### config.mk
export PLATFORM = sky130hd
export DESIGN_NAME = joystick_center_range_calibrator_top
export DESIGN_NICKNAME = d
export VERILOG_FILES = /design/src/hdl/jcrc_pkg.sv /design/src/hdl/jcrc_ctrl.sv /design/src/hdl/jcrc_dp.sv /design/src/hdl/joystick_center_range_calibrator_top.sv
export SDC_FILE = /design/constraint.sdc
export NUM_CORES = 2
export LEC_CHECK = 0
export BUFFER_PORTS_ARGS = -buffer_cell sky130_fd_sc_hd__buf_2
export CAP_MARGIN = 20
export CORE_UTILIZATION = 35
export DETAILED_ROUTE_END_ITERATION = 8
export PLACE_DENSITY = 0.46
export SLEW_MARGIN = 20
export SYNTH_ARGS = -nofsm -noshare
export SYNTH_HDL_FRONTEND = slang
export SYNTH_HIERARCHICAL = 1
export SYNTH_SLANG_ARGS = --single-unit
### constraint.sdc
create_clock -name clk -period 12.65 [get_ports clk]
set_input_delay 3.795 -clock clk [delete_from_list [all_inputs] [get_ports clk]]
set_output_delay 3.795 -clock clk [all_outputs]
set_load 0.05 [all_outputs]
### src/hdl/jcrc_pkg.sv
// Shared types, constants and a helper function for the joystick calibrator.
`default_nettype none
package jcrc_pkg;

  localparam int SAMPLE_BITS = 12;
  localparam int COUNT_BITS  = 16;
  localparam int SUM_BITS    = SAMPLE_BITS + COUNT_BITS;
  localparam int DIV_CNT_W   = $clog2(SUM_BITS);
  localparam int IN_DATA_W   = 56;
  localparam int OUT_DATA_W  = 104;
  localparam int CFG_IDX_W   = 3;
  localparam int CFG_DATA_W  = 32;

  localparam logic [COUNT_BITS-1:0] COUNT_MAX = {COUNT_BITS{1'b1}};
  localparam logic [SAMPLE_BITS-1:0] SAMPLE_MAX = {SAMPLE_BITS{1'b1}};
  localparam logic [DIV_CNT_W-1:0] DIV_LAST = DIV_CNT_W'(SUM_BITS - 1);

  typedef enum logic [1:0] {
    OP_START  = 2'd0,
    OP_SAMPLE = 2'd1,
    OP_TOUCH  = 2'd2,
    OP_CANCEL = 2'd3
  } op_t;

  typedef enum logic [1:0] {
    PH_INACTIVE  = 2'd0,
    PH_CENTERING = 2'd1,
    PH_CAPTURING = 2'd2
  } phase_t;

  typedef enum logic [2:0] {
    REG_WINDOW   = 3'd0,
    REG_TIMEOUT  = 3'd1,
    REG_TRAVEL   = 3'd2,
    REG_MARGIN   = 3'd3,
    REG_FLOOR    = 3'd4,
    REG_CEILING  = 3'd5
  } reg_idx_t;

  typedef enum logic [2:0] {
    S_IDLE, S_EXEC, S_SAMP, S_DIV, S_CENT, S_BOUND, S_OUT
  } state_t;

  typedef enum logic [3:0] {
    CMD_NONE, CMD_LOAD, CMD_START, CMD_TOUCH, CMD_CANCEL, CMD_ACCUM,
    CMD_DIV_INIT, CMD_DIV_STEP, CMD_CENTER, CMD_BOUND, CMD_EMIT
  } cmd_t;

  typedef struct packed {
    op_t    op;
    phase_t phase;
    logic   elapsed;
    logic   count_nz;
    logic   div_last;
    logic   out_free;
  } dp_status_t;

  // Jitter plus margin, clamped to floor first and then to ceiling.
  function automatic logic [SAMPLE_BITS-1:0] deadzone(
    input logic [SAMPLE_BITS-1:0] c,
    input logic [SAMPLE_BITS-1:0] lo,
    input logic [SAMPLE_BITS-1:0] hi,
    input logic [SAMPLE_BITS-1:0] margin,
    input logic [SAMPLE_BITS-1:0] flr,
    input logic [SAMPLE_BITS-1:0] ceil);
    logic [SAMPLE_BITS-1:0] j1;
    logic [SAMPLE_BITS-1:0] j2;
    logic [SAMPLE_BITS-1:0] jm;
    logic [SAMPLE_BITS:0]   v;
    logic [SAMPLE_BITS-1:0] res;
    j1 = (c > lo) ? c - lo : lo - c;
    j2 = (hi > c) ? hi - c : c - hi;
    jm = (j1 > j2) ? j1 : j2;
    v  = {1'b0, jm} + {1'b0, margin};
    if (v < {1'b0, flr}) begin
      res = flr;
    end else if (v > {1'b0, ceil}) begin
      res = ceil;
    end else begin
      res = v[SAMPLE_BITS-1:0];
    end
    return res;
  endfunction

endpackage
`default_nettype wire

### src/hdl/jcrc_ctrl.sv
// Controller state machine sequencing one item through the datapath.
`default_nettype none
module jcrc_ctrl (
  input  wire                    clk,
  input  wire                    rst_n,
  input  wire                    in_tvalid,
  output logic                   in_tready,
  input  jcrc_pkg::dp_status_t   sts,
  output jcrc_pkg::cmd_t         cmd
);
  import jcrc_pkg::*;

  state_t state_r;
  state_t state_nxt;

  // Advance state
  always_ff @(posedge clk) begin
    if (!rst_n) begin
      state_r <= S_IDLE;
    end else begin
      state_r <= state_nxt;
    end
  end

  // Next state
  always_comb begin
    state_nxt = state_r;
    case (state_r)
      S_IDLE: begin
        if (in_tvalid) state_nxt = S_EXEC;
      end
      S_EXEC: begin
        case (sts.op)
          OP_START, OP_SAMPLE: state_nxt = S_SAMP;
          default:             state_nxt = S_OUT;
        endcase
      end
      S_SAMP: begin
        case (sts.phase)
          PH_CENTERING: begin
            if (!sts.elapsed)      state_nxt = S_OUT;
            else if (sts.count_nz) state_nxt = S_DIV;
            else                   state_nxt = S_BOUND;
          end
          PH_CAPTURING: state_nxt = S_BOUND;
          default:      state_nxt = S_OUT;
        endcase
      end
      S_DIV: begin
        if (sts.div_last) state_nxt = S_CENT;
      end
      S_CENT:  state_nxt = S_BOUND;
      S_BOUND: state_nxt = S_OUT;
      S_OUT: begin
        if (sts.out_free) state_nxt = S_IDLE;
      end
      default: state_nxt = S_IDLE;
    endcase
  end

  // Commands to the datapath
  always_comb begin
    cmd       = CMD_NONE;
    in_tready = 1'b0;
    case (state_r)
      S_IDLE: begin
        in_tready = 1'b1;
        if (in_tvalid) cmd = CMD_LOAD;
      end
      S_EXEC: begin
        case (sts.op)
          OP_START:  cmd = CMD_START;
          OP_TOUCH:  cmd = CMD_TOUCH;
          OP_CANCEL: cmd = CMD_CANCEL;
          default:   cmd = CMD_NONE;
        endcase
      end
      S_SAMP: begin
        if (sts.phase == PH_CENTERING) begin
          if (!sts.elapsed)      cmd = CMD_ACCUM;
          else if (sts.count_nz) cmd = CMD_DIV_INIT;
        end
      end
      S_DIV:   cmd = CMD_DIV_STEP;
      S_CENT:  cmd = CMD_CENTER;
      S_BOUND: cmd = CMD_BOUND;
      S_OUT: begin
        if (sts.out_free) cmd = CMD_EMIT;
      end
      default: cmd = CMD_NONE;
    endcase
  end

  // An accepted beat always goes to the operation step next
  a_load_exec: assert property (@(posedge clk) disable iff (!rst_n)
    (in_tvalid && in_tready) |=> (state_r == S_EXEC))
    else $error("accepted beat did not enter operation step");

  // The last divide step is followed by the center update
  a_div_cent: assert property (@(posedge clk) disable iff (!rst_n)
    (state_r == S_DIV && sts.div_last) |=> (state_r == S_CENT))
    else $error("divide did not finish into center update");

  // Emitting a result returns to idle
  a_emit_idle: assert property (@(posedge clk) disable iff (!rst_n)
    (cmd == CMD_EMIT) |=> (state_r == S_IDLE))
    else $error("result emit did not return to idle");

endmodule
`default_nettype wire

### src/hdl/jcrc_dp.sv
// Datapath: session state, config registers, divider and result register.
`default_nettype none
module jcrc_dp (
  input  wire                                  clk,
  input  wire                                  rst_n,
  input  jcrc_pkg::cmd_t                       cmd,
  output jcrc_pkg::dp_status_t                 sts,
  input  wire  [1:0]                           in_op,
  input  wire  [31:0]                          in_now,
  input  wire  [jcrc_pkg::SAMPLE_BITS-1:0]     in_x,
  input  wire  [jcrc_pkg::SAMPLE_BITS-1:0]     in_y,
  input  wire                                  cfg_we,
  input  wire  [jcrc_pkg::CFG_IDX_W-1:0]       cfg_idx,
  input  wire  [jcrc_pkg::CFG_DATA_W-1:0]      cfg_wdata,
  output logic                                 out_valid,
  input  wire                                  out_ready,
  output logic [jcrc_pkg::OUT_DATA_W-1:0]      out_data
);
  import jcrc_pkg::*;

  localparam int SB = SAMPLE_BITS;

  // Config registers
  logic [15:0]   win_r;
  logic [31:0]   tmo_r;
  logic [SB-1:0] trav_r, marg_r, flr_r, ceil_r;

  // Latched item
  op_t           op_r;
  logic [31:0]   now_r;
  logic [SB-1:0] x_r, y_r;

  // Session state
  phase_t                phase_r;
  logic [31:0]           start_r, act_r;
  logic [SUM_BITS-1:0]   sumx_r, sumy_r;
  logic [COUNT_BITS-1:0] cnt_r;
  logic [SB-1:0]         smnx_r, smxx_r, smny_r, smxy_r;
  logic [SB-1:0]         cx_r, cy_r;
  logic [SB-1:0]         lox_r, hix_r, loy_r, hiy_r;
  logic                  sess_go;

  // Divider
  logic [SUM_BITS-1:0]   qx_r, qy_r;
  logic [COUNT_BITS-1:0] rx_r, ry_r;
  logic [DIV_CNT_W-1:0]  dcnt_r;
  logic [COUNT_BITS:0]   rxs, rys;
  logic                  gex, gey;

  // Result register
  logic                  ovalid_r;
  logic [OUT_DATA_W-1:0] odata_r;
  logic [OUT_DATA_W-1:0] res;

  logic [31:0] elapsed_ms, idle_ms;
  logic        timed;
  logic [SB-1:0] dzx, dzy;
  logic        tok;

  assign elapsed_ms = now_r - start_r;
  assign idle_ms    = now_r - act_r;
  assign sess_go    = rst_n && (cmd == CMD_START);

  assign sts.op       = op_r;
  assign sts.phase    = phase_r;
  assign sts.elapsed  = (elapsed_ms >= {16'd0, win_r});
  assign sts.count_nz = (cnt_r != '0);
  assign sts.div_last = (dcnt_r == DIV_LAST);
  assign sts.out_free = !ovalid_r || out_ready;

  // Divider trial subtraction, both axes in parallel
  assign rxs = {rx_r, qx_r[SUM_BITS-1]};
  assign rys = {ry_r, qy_r[SUM_BITS-1]};
  assign gex = (rxs >= {1'b0, cnt_r});
  assign gey = (rys >= {1'b0, cnt_r});

  // Write config registers
  always_ff @(posedge clk) begin
    if (!rst_n) begin
      win_r  <= 16'd1000;
      tmo_r  <= 32'd30000;
      trav_r <= SB'(200);
      marg_r <= SB'(16);
      flr_r  <= '0;
      ceil_r <= SB'(512);
    end else if (cfg_we) begin
      case (reg_idx_t'(cfg_idx))
        REG_WINDOW:  win_r  <= cfg_wdata[15:0];
        REG_TIMEOUT: tmo_r  <= cfg_wdata;
        REG_TRAVEL:  trav_r <= cfg_wdata[SB-1:0];
        REG_MARGIN:  marg_r <= cfg_wdata[SB-1:0];
        REG_FLOOR:   flr_r  <= cfg_wdata[SB-1:0];
        REG_CEILING: ceil_r <= cfg_wdata[SB-1:0];
        default: ;
      endcase
    end
  end

  // Latch the accepted item
  always_ff @(posedge clk) begin
    if (cmd == CMD_LOAD) begin
      op_r  <= op_t'(in_op);
      now_r <= in_now;
      x_r   <= in_x;
      y_r   <= in_y;
    end
  end

  // Update session state
  always_ff @(posedge clk) begin
    if (!rst_n || cmd == CMD_CANCEL || cmd == CMD_START) begin
      phase_r <= sess_go ? PH_CENTERING : PH_INACTIVE;
      start_r <= sess_go ? now_r : '0;
      act_r   <= sess_go ? now_r : '0;
      sumx_r  <= '0;
      sumy_r  <= '0;
      cnt_r   <= '0;
      smnx_r  <= SAMPLE_MAX;
      smxx_r  <= '0;
      smny_r  <= SAMPLE_MAX;
      smxy_r  <= '0;
      cx_r    <= '0;
      cy_r    <= '0;
      lox_r   <= '0;
      hix_r   <= '0;
      loy_r   <= '0;
      hiy_r   <= '0;
    end else begin
      case (cmd)
        CMD_TOUCH: begin
          if (phase_r != PH_INACTIVE) act_r <= now_r;
        end
        CMD_ACCUM: begin
          if (cnt_r != COUNT_MAX) begin
            sumx_r <= sumx_r + SUM_BITS'(x_r);
            sumy_r <= sumy_r + SUM_BITS'(y_r);
            cnt_r  <= cnt_r + 1'b1;
          end
          if (x_r < smnx_r) smnx_r <= x_r;
          if (x_r > smxx_r) smxx_r <= x_r;
          if (y_r < smny_r) smny_r <= y_r;
          if (y_r > smxy_r) smxy_r <= y_r;
        end
        CMD_CENTER: begin
          cx_r    <= qx_r[SB-1:0];
          cy_r    <= qy_r[SB-1:0];
          lox_r   <= qx_r[SB-1:0];
          hix_r   <= qx_r[SB-1:0];
          loy_r   <= qy_r[SB-1:0];
          hiy_r   <= qy_r[SB-1:0];
          phase_r <= PH_CAPTURING;
        end
        CMD_BOUND: begin
          if (x_r < lox_r) lox_r <= x_r;
          if (x_r > hix_r) hix_r <= x_r;
          if (y_r < loy_r) loy_r <= y_r;
          if (y_r > hiy_r) hiy_r <= y_r;
        end
        default: ;
      endcase
    end
  end

  // Restoring divider, one quotient bit per cycle
  always_ff @(posedge clk) begin
    if (cmd == CMD_DIV_INIT) begin
      qx_r   <= sumx_r;
      qy_r   <= sumy_r;
      rx_r   <= '0;
      ry_r   <= '0;
      dcnt_r <= '0;
    end else if (cmd == CMD_DIV_STEP) begin
      rx_r   <= gex ? COUNT_BITS'(rxs - {1'b0, cnt_r}) : rxs[COUNT_BITS-1:0];
      ry_r   <= gey ? COUNT_BITS'(rys - {1'b0, cnt_r}) : rys[COUNT_BITS-1:0];
      qx_r   <= {qx_r[SUM_BITS-2:0], gex};
      qy_r   <= {qy_r[SUM_BITS-2:0], gey};
      dcnt_r <= dcnt_r + 1'b1;
    end
  end

  // Form the result
  assign timed = (phase_r != PH_INACTIVE) && (idle_ms >= tmo_r);
  assign tok   = ((cx_r - lox_r) >= trav_r) && ((hix_r - cx_r) >= trav_r) &&
                 ((cy_r - loy_r) >= trav_r) && ((hiy_r - cy_r) >= trav_r);
  assign dzx   = deadzone(cx_r, smnx_r, smxx_r, marg_r, flr_r, ceil_r);
  assign dzy   = deadzone(cy_r, smny_r, smxy_r, marg_r, flr_r, ceil_r);

  always_comb begin
    res       = '0;
    res[1:0]  = phase_r;
    res[2]    = timed;
    if (phase_r == PH_CAPTURING) begin
      res[3]      = 1'b1;
      res[4]      = tok;
      res[16:5]   = lox_r;
      res[28:17]  = cx_r;
      res[40:29]  = hix_r;
      res[52:41]  = loy_r;
      res[64:53]  = cy_r;
      res[76:65]  = hiy_r;
      res[88:77]  = dzx;
      res[100:89] = dzy;
    end
  end

  // Hold the result until taken
  always_ff @(posedge clk) begin
    if (!rst_n) begin
      ovalid_r <= 1'b0;
    end else if (cmd == CMD_EMIT) begin
      ovalid_r <= 1'b1;
    end else if (out_ready) begin
      ovalid_r <= 1'b0;
    end
  end

  always_ff @(posedge clk) begin
    if (cmd == CMD_EMIT) odata_r <= res;
  end

  assign out_valid = ovalid_r;
  assign out_data  = odata_r;

endmodule
`default_nettype wire

### src/hdl/joystick_center_range_calibrator_top.sv
// Top level of the two-axis joystick center and range calibrator.
//
//  channel | direction | handshake              | payload
//  in_     | input     | in_tvalid / in_tready  | in_tuser op, in_tdata now/x/y
//  out_    | output    | out_tvalid / out_tready| out_tdata mode..dead_y
//  cfg_    | input     | cfg_valid / cfg_ready  | cfg_index, cfg_data
//
// One item at a time: each passes the operation and output steps; start and
// samples also the sample step, a capturing sample the bound step, and
// a window-closing sample the restoring divider (both axes in parallel) and
// center update; the output step waits for the result register to drain.
// Reset (rst_n low, synchronous) returns config to defaults and the session
// to inactive. in_tready is low while an item is in work; a stalled result
// holds in the output register. Config is always ready.
`default_nettype none
module joystick_center_range_calibrator_top (
  input  wire                                 clk,
  input  wire                                 rst_n,
  input  wire                                 in_tvalid,
  output logic                                in_tready,
  input  wire  [1:0]                          in_tuser,   // op
  input  wire  [jcrc_pkg::IN_DATA_W-1:0]      in_tdata,   // now_ms, sample_x, sample_y
  output logic                                out_tvalid,
  input  wire                                 out_tready,
  // mode, timed_out, result_available, travel_ok, low_x, mid_x, high_x,
  // low_y, mid_y, high_y, dead_x, dead_y, zero pad
  output logic [jcrc_pkg::OUT_DATA_W-1:0]     out_tdata,
  input  wire                                 cfg_valid,
  output logic                                cfg_ready,
  input  wire  [jcrc_pkg::CFG_IDX_W-1:0]      cfg_index,
  input  wire  [jcrc_pkg::CFG_DATA_W-1:0]     cfg_data
);
  import jcrc_pkg::*;

  cmd_t       cmd;
  dp_status_t sts;

  assign cfg_ready = 1'b1;

  jcrc_ctrl u_ctrl (
    .clk       (clk),
    .rst_n     (rst_n),
    .in_tvalid (in_tvalid),
    .in_tready (in_tready),
    .sts       (sts),
    .cmd       (cmd)
  );

  jcrc_dp u_dp (
    .clk       (clk),
    .rst_n     (rst_n),
    .cmd       (cmd),
    .sts       (sts),
    .in_op     (in_tuser),
    .in_now    (in_tdata[31:0]),
    .in_x      (in_tdata[43:32]),
    .in_y      (in_tdata[55:44]),
    .cfg_we    (cfg_valid && cfg_ready),
    .cfg_idx   (cfg_index),
    .cfg_wdata (cfg_data),
    .out_valid (out_tvalid),
    .out_ready (out_tready),
    .out_data  (out_tdata)
  );

endmodule
`default_nettype wire

-- Word level (Yosys, flattened, before mapping)
Index checks and enable logic that the tools add are counted.
- flip-flop bits (word level): 610
- input port bits: 98
- output and inout port bits: 107
- logic and storage cells: 207
- order comparisons: 26
- mux-type cells: 50
- equal/unequal tests: 35
- reductions and logical operators: 39
- $add $sub $neg: 22
- operators with widths (operator ; number):
    12-bit 2-to-1 mux ; 14
    12-bit subtractor ; 12
    32-bit 2-to-1 mux ; 4
    12-bit > comparator ; 10
    28-bit 2-to-1 mux ; 4
    12-bit one-hot mux with 2 select lines ; 4
    32-bit subtractor ; 2
    28-bit by 12-bit adder with 28-bit output ; 2
    12-bit >= comparator ; 4
    12-bit less-than comparator ; 4
    17-bit by 16-bit >= comparator with 1-bit output ; 2
    32-bit by 16-bit >= comparator with 1-bit output ; 1
    32-bit >= comparator ; 1
    16-bit 2-to-1 mux ; 2
    2-bit AND reduction ; 16
    16-bit subtractor ; 2
    4-bit one-hot mux with 7 select lines ; 1
    12-bit by 12-bit adder with 13-bit output ; 2
    13-bit by 12-bit > comparator with 1-bit output ; 2
    13-bit by 12-bit less-than comparator with 1-bit output ; 2
    3-bit 2-to-1 mux ; 7
    3-bit one-hot mux with 7 select lines ; 1
    16-bit by 1-bit adder with 16-bit output, second input constant ; 1
    4-bit by 3-bit equality test with 1-bit output, second input constant ; 4
    other kinds (27) ; 68

-- Longest topological paths before layout
- depth in word-level cells: 10
- depth in mapped cells: 44
- mapped depth without buffers: 40

-- Cells and area by module
Netlist, hierarchy kept.
- by module, submodules not included (module ; cells an instance ; instances ; sequential area each (µm²) ; area each (µm²)):
    jcrc_dp ; 4593 ; 1 ; 14964.4 ; 41143.2
    jcrc_ctrl ; 54 ; 1 ; 60.1 ; 405.4
    joystick_center_range_calibrator_top ; 2 ; 1 ; 0.0 ; 11.3

-- Worst setup path before layout
Ideal clock, no wire load.
- path kind: input port to flip-flop
- start point: input port out_tready
- end point: register u_dp.odata_r[0], in the netlist u_dp/out_data[0], enable pin
- required time: 12.086 ns
- stages on the path: 6
- path buffers: 0
- slack: 3.290 ns
- arrival time: 8.796 ns
- setup time: 0.564 ns
- cells stage by stage: nor2b_1 -> inv_1 -> nand2b_1 -> a21boi_0 -> nand2b_1 -> nor2_1
- RTL lines (what ; line ; text):
    from (decl) ; joystick_center_range_calibrator_top.sv:24 ; input wire out_tready,
    to (signal assigned) ; jcrc_dp.sv:218 ; if (cmd == CMD_EMIT) odata_r <= res;
    to (decl) ; jcrc_dp.sv:52 ; logic [OUT_DATA_W-1:0] odata_r;

-- Final worst setup path
- start point: register u_dp.cx_r[1]
- end point: register u_dp.odata_r[85], in the netlist u_dp/out_data[85], data pin
- word-level cells in the longest chain between the ends: 8
- elaborated cells on any way between the ends: 15
- classes of those cells: add/sub (5); order compare (5); mux (5)
- RTL lines (what ; line ; text):
    from (decl) ; jcrc_dp.sv:39 ; logic [SB-1:0] cx_r, cy_r;
    from (signal assigned) ; jcrc_dp.sv:145 ; cx_r <= qx_r[SB-1:0];
    12-bit subtractor (tied with other cells) ; jcrc_pkg.sv:71 ; j1 = (c > lo) ? c - lo : lo - c;
    12-bit 2-to-1 mux, on equally long branches ; jcrc_pkg.sv:71, jcrc_pkg.sv:72 ;
    12-bit > comparator ; jcrc_pkg.sv:73 ; jm = (j1 > j2) ? j1 : j2;
    12-bit 2-to-1 mux * ; jcrc_pkg.sv:73 ;
    12-bit by 12-bit adder with 13-bit output * ; jcrc_pkg.sv:74 ; v = {1'b0, jm} + {1'b0, margin};
    13-bit by 12-bit > comparator with 1-bit output ; jcrc_pkg.sv:77 ; end else if (v > {1'b0, ceil}) begin
    12-bit 2-to-1 mux ; jcrc_pkg.sv:77 ;
    12-bit 2-to-1 mux * ; jcrc_pkg.sv:75 ; if (v < {1'b0, flr}) begin
Every way passes the cells marked *; elsewhere a longest branch is shown, timed or not.
A chain may end at the register's enable or synchronous reset.

==> results.md <==
* Status: completed
* Final wirelength at 129000 µm
* Design area at 47000 µm²
* First-pass GRT wire length at 196000 µm
* Drt initial violations at 2173
* Synthesized flop and latch total at 610
* Root Buffer: clkbuf_16
* Die area at 120000 µm²
* Setup TNS Final at 0 ns
* Pre-antenna DRT Iters at 5
* Hold slack at 0.463 ns
* Clock Path Buffers at 3
* Crit Path Category: reg2reg
* Fin. Hold Viols at 0
* Via Count at 33300
* VDD IR-drop max at 0.390 mV
* I/O Pins at 205
* Fillers at 12000
* Tmin final at 9.91 ns
* Worst Hold Class: reg2reg
* Skew-Pair Late Insertion Delay at 0.68 ns
* Remaining antenna violation count at 0
* Hold path start: u_dp/dcnt_r[1]$_SDFFE_PP0P_
* Synth async-reset ratio at 0
* Core Area at 118000 µm²
* Setup violations, final at 0
* Post-route setup slack at 2.74 ns
* Met3 wire len at 5970 µm
* Worst-Margin Slew at 1.11 ns
* CTS tree: built
* M1 wire length at 62600 µm
* Synth Flop Type: dfxtp_1
* Routed wl met2 at 57300 µm
* Syn. warnings at 6
* Layout area overhead at 13.0%
* Relative slew slack at 0.254
* Max Freq at 0.101 GHz
* Port-buffer cells at 200
* Critical Path AT at 10.30 ns
* Post-placement setup slack at 2.87 ns
* Synth Cell Area at 41600 µm²
* Post-synth EDFFs at 281
* MaxCap Viol Count at 0
* Routed length per placed instance at 20.1 µm
* CP Capture Point: u_dp/out_data[85]$_SDFFCE_PN0P_
* Dpl hpwl at 97800 µm
* Leakage Power at 19.4 nW
* NumNets Final at 5485
* # DRC at 0
* Layout cells sized above 1 at 0.0933
* Final period util at 0.784
* Top routing layer used: met5
* Total CTS buffers at 78
* R2r startpoint: u_dp/cx_r[1]$_SDFFE_PN0P_
* Crit Path Max Fanout at 20
* Synth top area cells: edfxtp_1 20%, ha_1 16%, dfxtp_1 16%
* CP Launch Type: flip-flop
* Crit path max-delay cell type: a31oi_2
* Die Width at 347 µm
* Hold buffers post-CTS at 0
* Largest net degree at the start of global routing at 86
* Clock slew at reported path FFs at 0.06 ns
* Synth cell count leaders: 616 x nand2_1, 546 x ha_1, 385 x inv_1, 376 x nor2_1, 331 x a21oi_1
* R2r worst-path depth at 35
* Std-Cell Rows at 126
* FF-to-FF setup slack at 2.74 ns
* Vias per cell at 5.18
* Synth area leader: edfxtp_1
* Post-cts sizing count at 0
* Vias in the first global route at 31800
* R2R Path End: u_dp/out_data[85]$_SDFFCE_PN0P_
* Critical Path Source: u_dp/cx_r[1]$_SDFFE_PN0P_
* Total gr overflow at 0
* Clock Skews at 0.0350 ns
* Register area share after synthesis at 0.362
* Top-area cell type share of the netlist area at 0.203
* GP Congestion at 0.889
* CTS H-tree lvls at 3
* Initial antenna violation count at 3
* Syn avg cell area at 8.94 µm²
* Post-CTS Setup Bufs at 0
* CP required at 13.03 ns
* Clock sink count at 610
* PwrDens at 315 nW/µm²
* Cells after Synth at 4649
* GRT Overall Usage at 0.211
* Critical Path Max Stage Delay at 0.82 ns
* Crit path top cell by count: a21o_1
* Starting Density at 0.352
* Synth cell types at 92
* RSZ-0062 raised after global routing: no
* Kind of end point of the critical path: flip-flop
* Count of pins over their slew limit at 0
* Die Y at 347 µm
* Count leader, synth: nand2_1
* Cell Area, Placed at 44300 µm²
==> cell type report <==
cell class / instances / area (µm²) / share of cell area
inverters: 387 / 1450 / 0.0310
repair buffers: 243 / 1340 / 0.0284
clock inverters: 45 / 594 / 0.0127
clock buffers: 100 / 2100 / 0.0447
multi-input cells: 3501 / 24500 / 0.522
diodes: 1 / 2.50 / 0.0000533
well taps: 1536 / 1920 / 0.0409
flip-flops and latches: 610 / 15000 / 0.320
==> where the power goes <==
group          internal, W  leakage (nW)  switching [W]
sequential         0.00245          5.42       0.000294
combinational      0.00401          12.7        0.00568
clock              0.00138          1.28       0.000965
total              0.00784          19.4        0.00694
==> how the worst min path moves through the flow <==
stage	slack, ns	to	cells past startpoint
final	0.46	u_dp/dcnt_r[1]$_SDFFE_PP0P_	2
after global routing	0.48	u_dp/dcnt_r[1]$_SDFFE_PP0P_	2
after CTS	0.47	u_dp/dcnt_r[1]$_SDFFE_PP0P_	2
after detailed placement	0.46	u_dp/dcnt_r[1]$_SDFFE_PP0P_	2
after global placement	0.45	u_dp/dcnt_r[1]$_SDFFE_PP0P_	2
after floorplan	0.43	u_dp/ry_r[15]$_SDFFE_PP0P_	2
==> cell families after synthesis <==
family	count (synthesis)	share of synthesized area
DFF	610	0.362
muxes	148	0.0369
adders and majority gates	566	0.174
buffers and inverters	540	0.0507
AOI/OAI and AO/OA	1101	0.171
other	2	0.000181
and+or+nand+nor	1450	0.157
xor gates and xnor gates	232	0.0493
==> registers in the layout (all words and copies together), names as in the netlist, 28 cells and up <==
signal,flops
u_dp/act_r,32
u_dp/now_r,32
u_dp/qx_r,28
u_dp/tmo_r,32
u_dp/out_data,101
u_dp/qy_r,28
u_dp/start_r,32
u_dp/sumy_r,28
u_dp/sumx_r,28
==> per-stage QoR <==
| stage | instances | total power [W] | util |
|---|---|---|---|
| finish | 6423 | 0.0148 | 0.398 |
| global route | 6423 | 0.0162 | 0.398 |
| detailed placement | 6277 | 0.0124 | 0.375 |
| floorplan | 4651 | 0.0101 | - |
| global placement | 6276 | 0.0123 | 0.375 |
| CTS | 6422 | 0.0148 | 0.398 |
==> critical path: cells and delay by family (launching register included) <==
kind | cells | cell delay [ns]
fa+ha+maj | 4 | 1.05
compound gates | 21 | 5.41
buf+inv | 1 | 0.36
flops | 1 | 0.44
xor+xnor | 2 | 0.42
mux | 3 | 1.02
simple gates | 4 | 0.89
==> placed cells by master (no fill, tap or decap), types with 14 or more instances in the layout <==
cell and n:
xor2_1 91, o21ai_0 212, xnor2_1 139, and2_1 77, a21o_1 147, dfxtp_1 329, fa_1 20, clkbuf_1 15
o211ai_1 60, a21oi_1 331, a211oi_1 25, buf_2 200, o31a_1 16, clkbuf_16 78, buf_4 41, o21bai_1 23
nor3_1 51, edfxtp_1 281, or2_2 14, mux2i_1 113, nand3_1 62, nand4_1 58, nor2b_1 62, ha_1 546
o21a_1 47, a21boi_0 91, nand2b_1 50, inv_1 384, mux2_2 33, nor2_1 372, and3_1 20, nand2_1 615
==> per-layer routing <==
metal | vias to the layer above | track usage
met5 | - | 0
met4 | 2 | 0.0541
met3 | 148 | 0.0278
met2 | 716 | 0.334
met1 | 15700 | 0.302
li1 | 16700 | -
No activity file was read; power rests on OpenSTA's default activity.
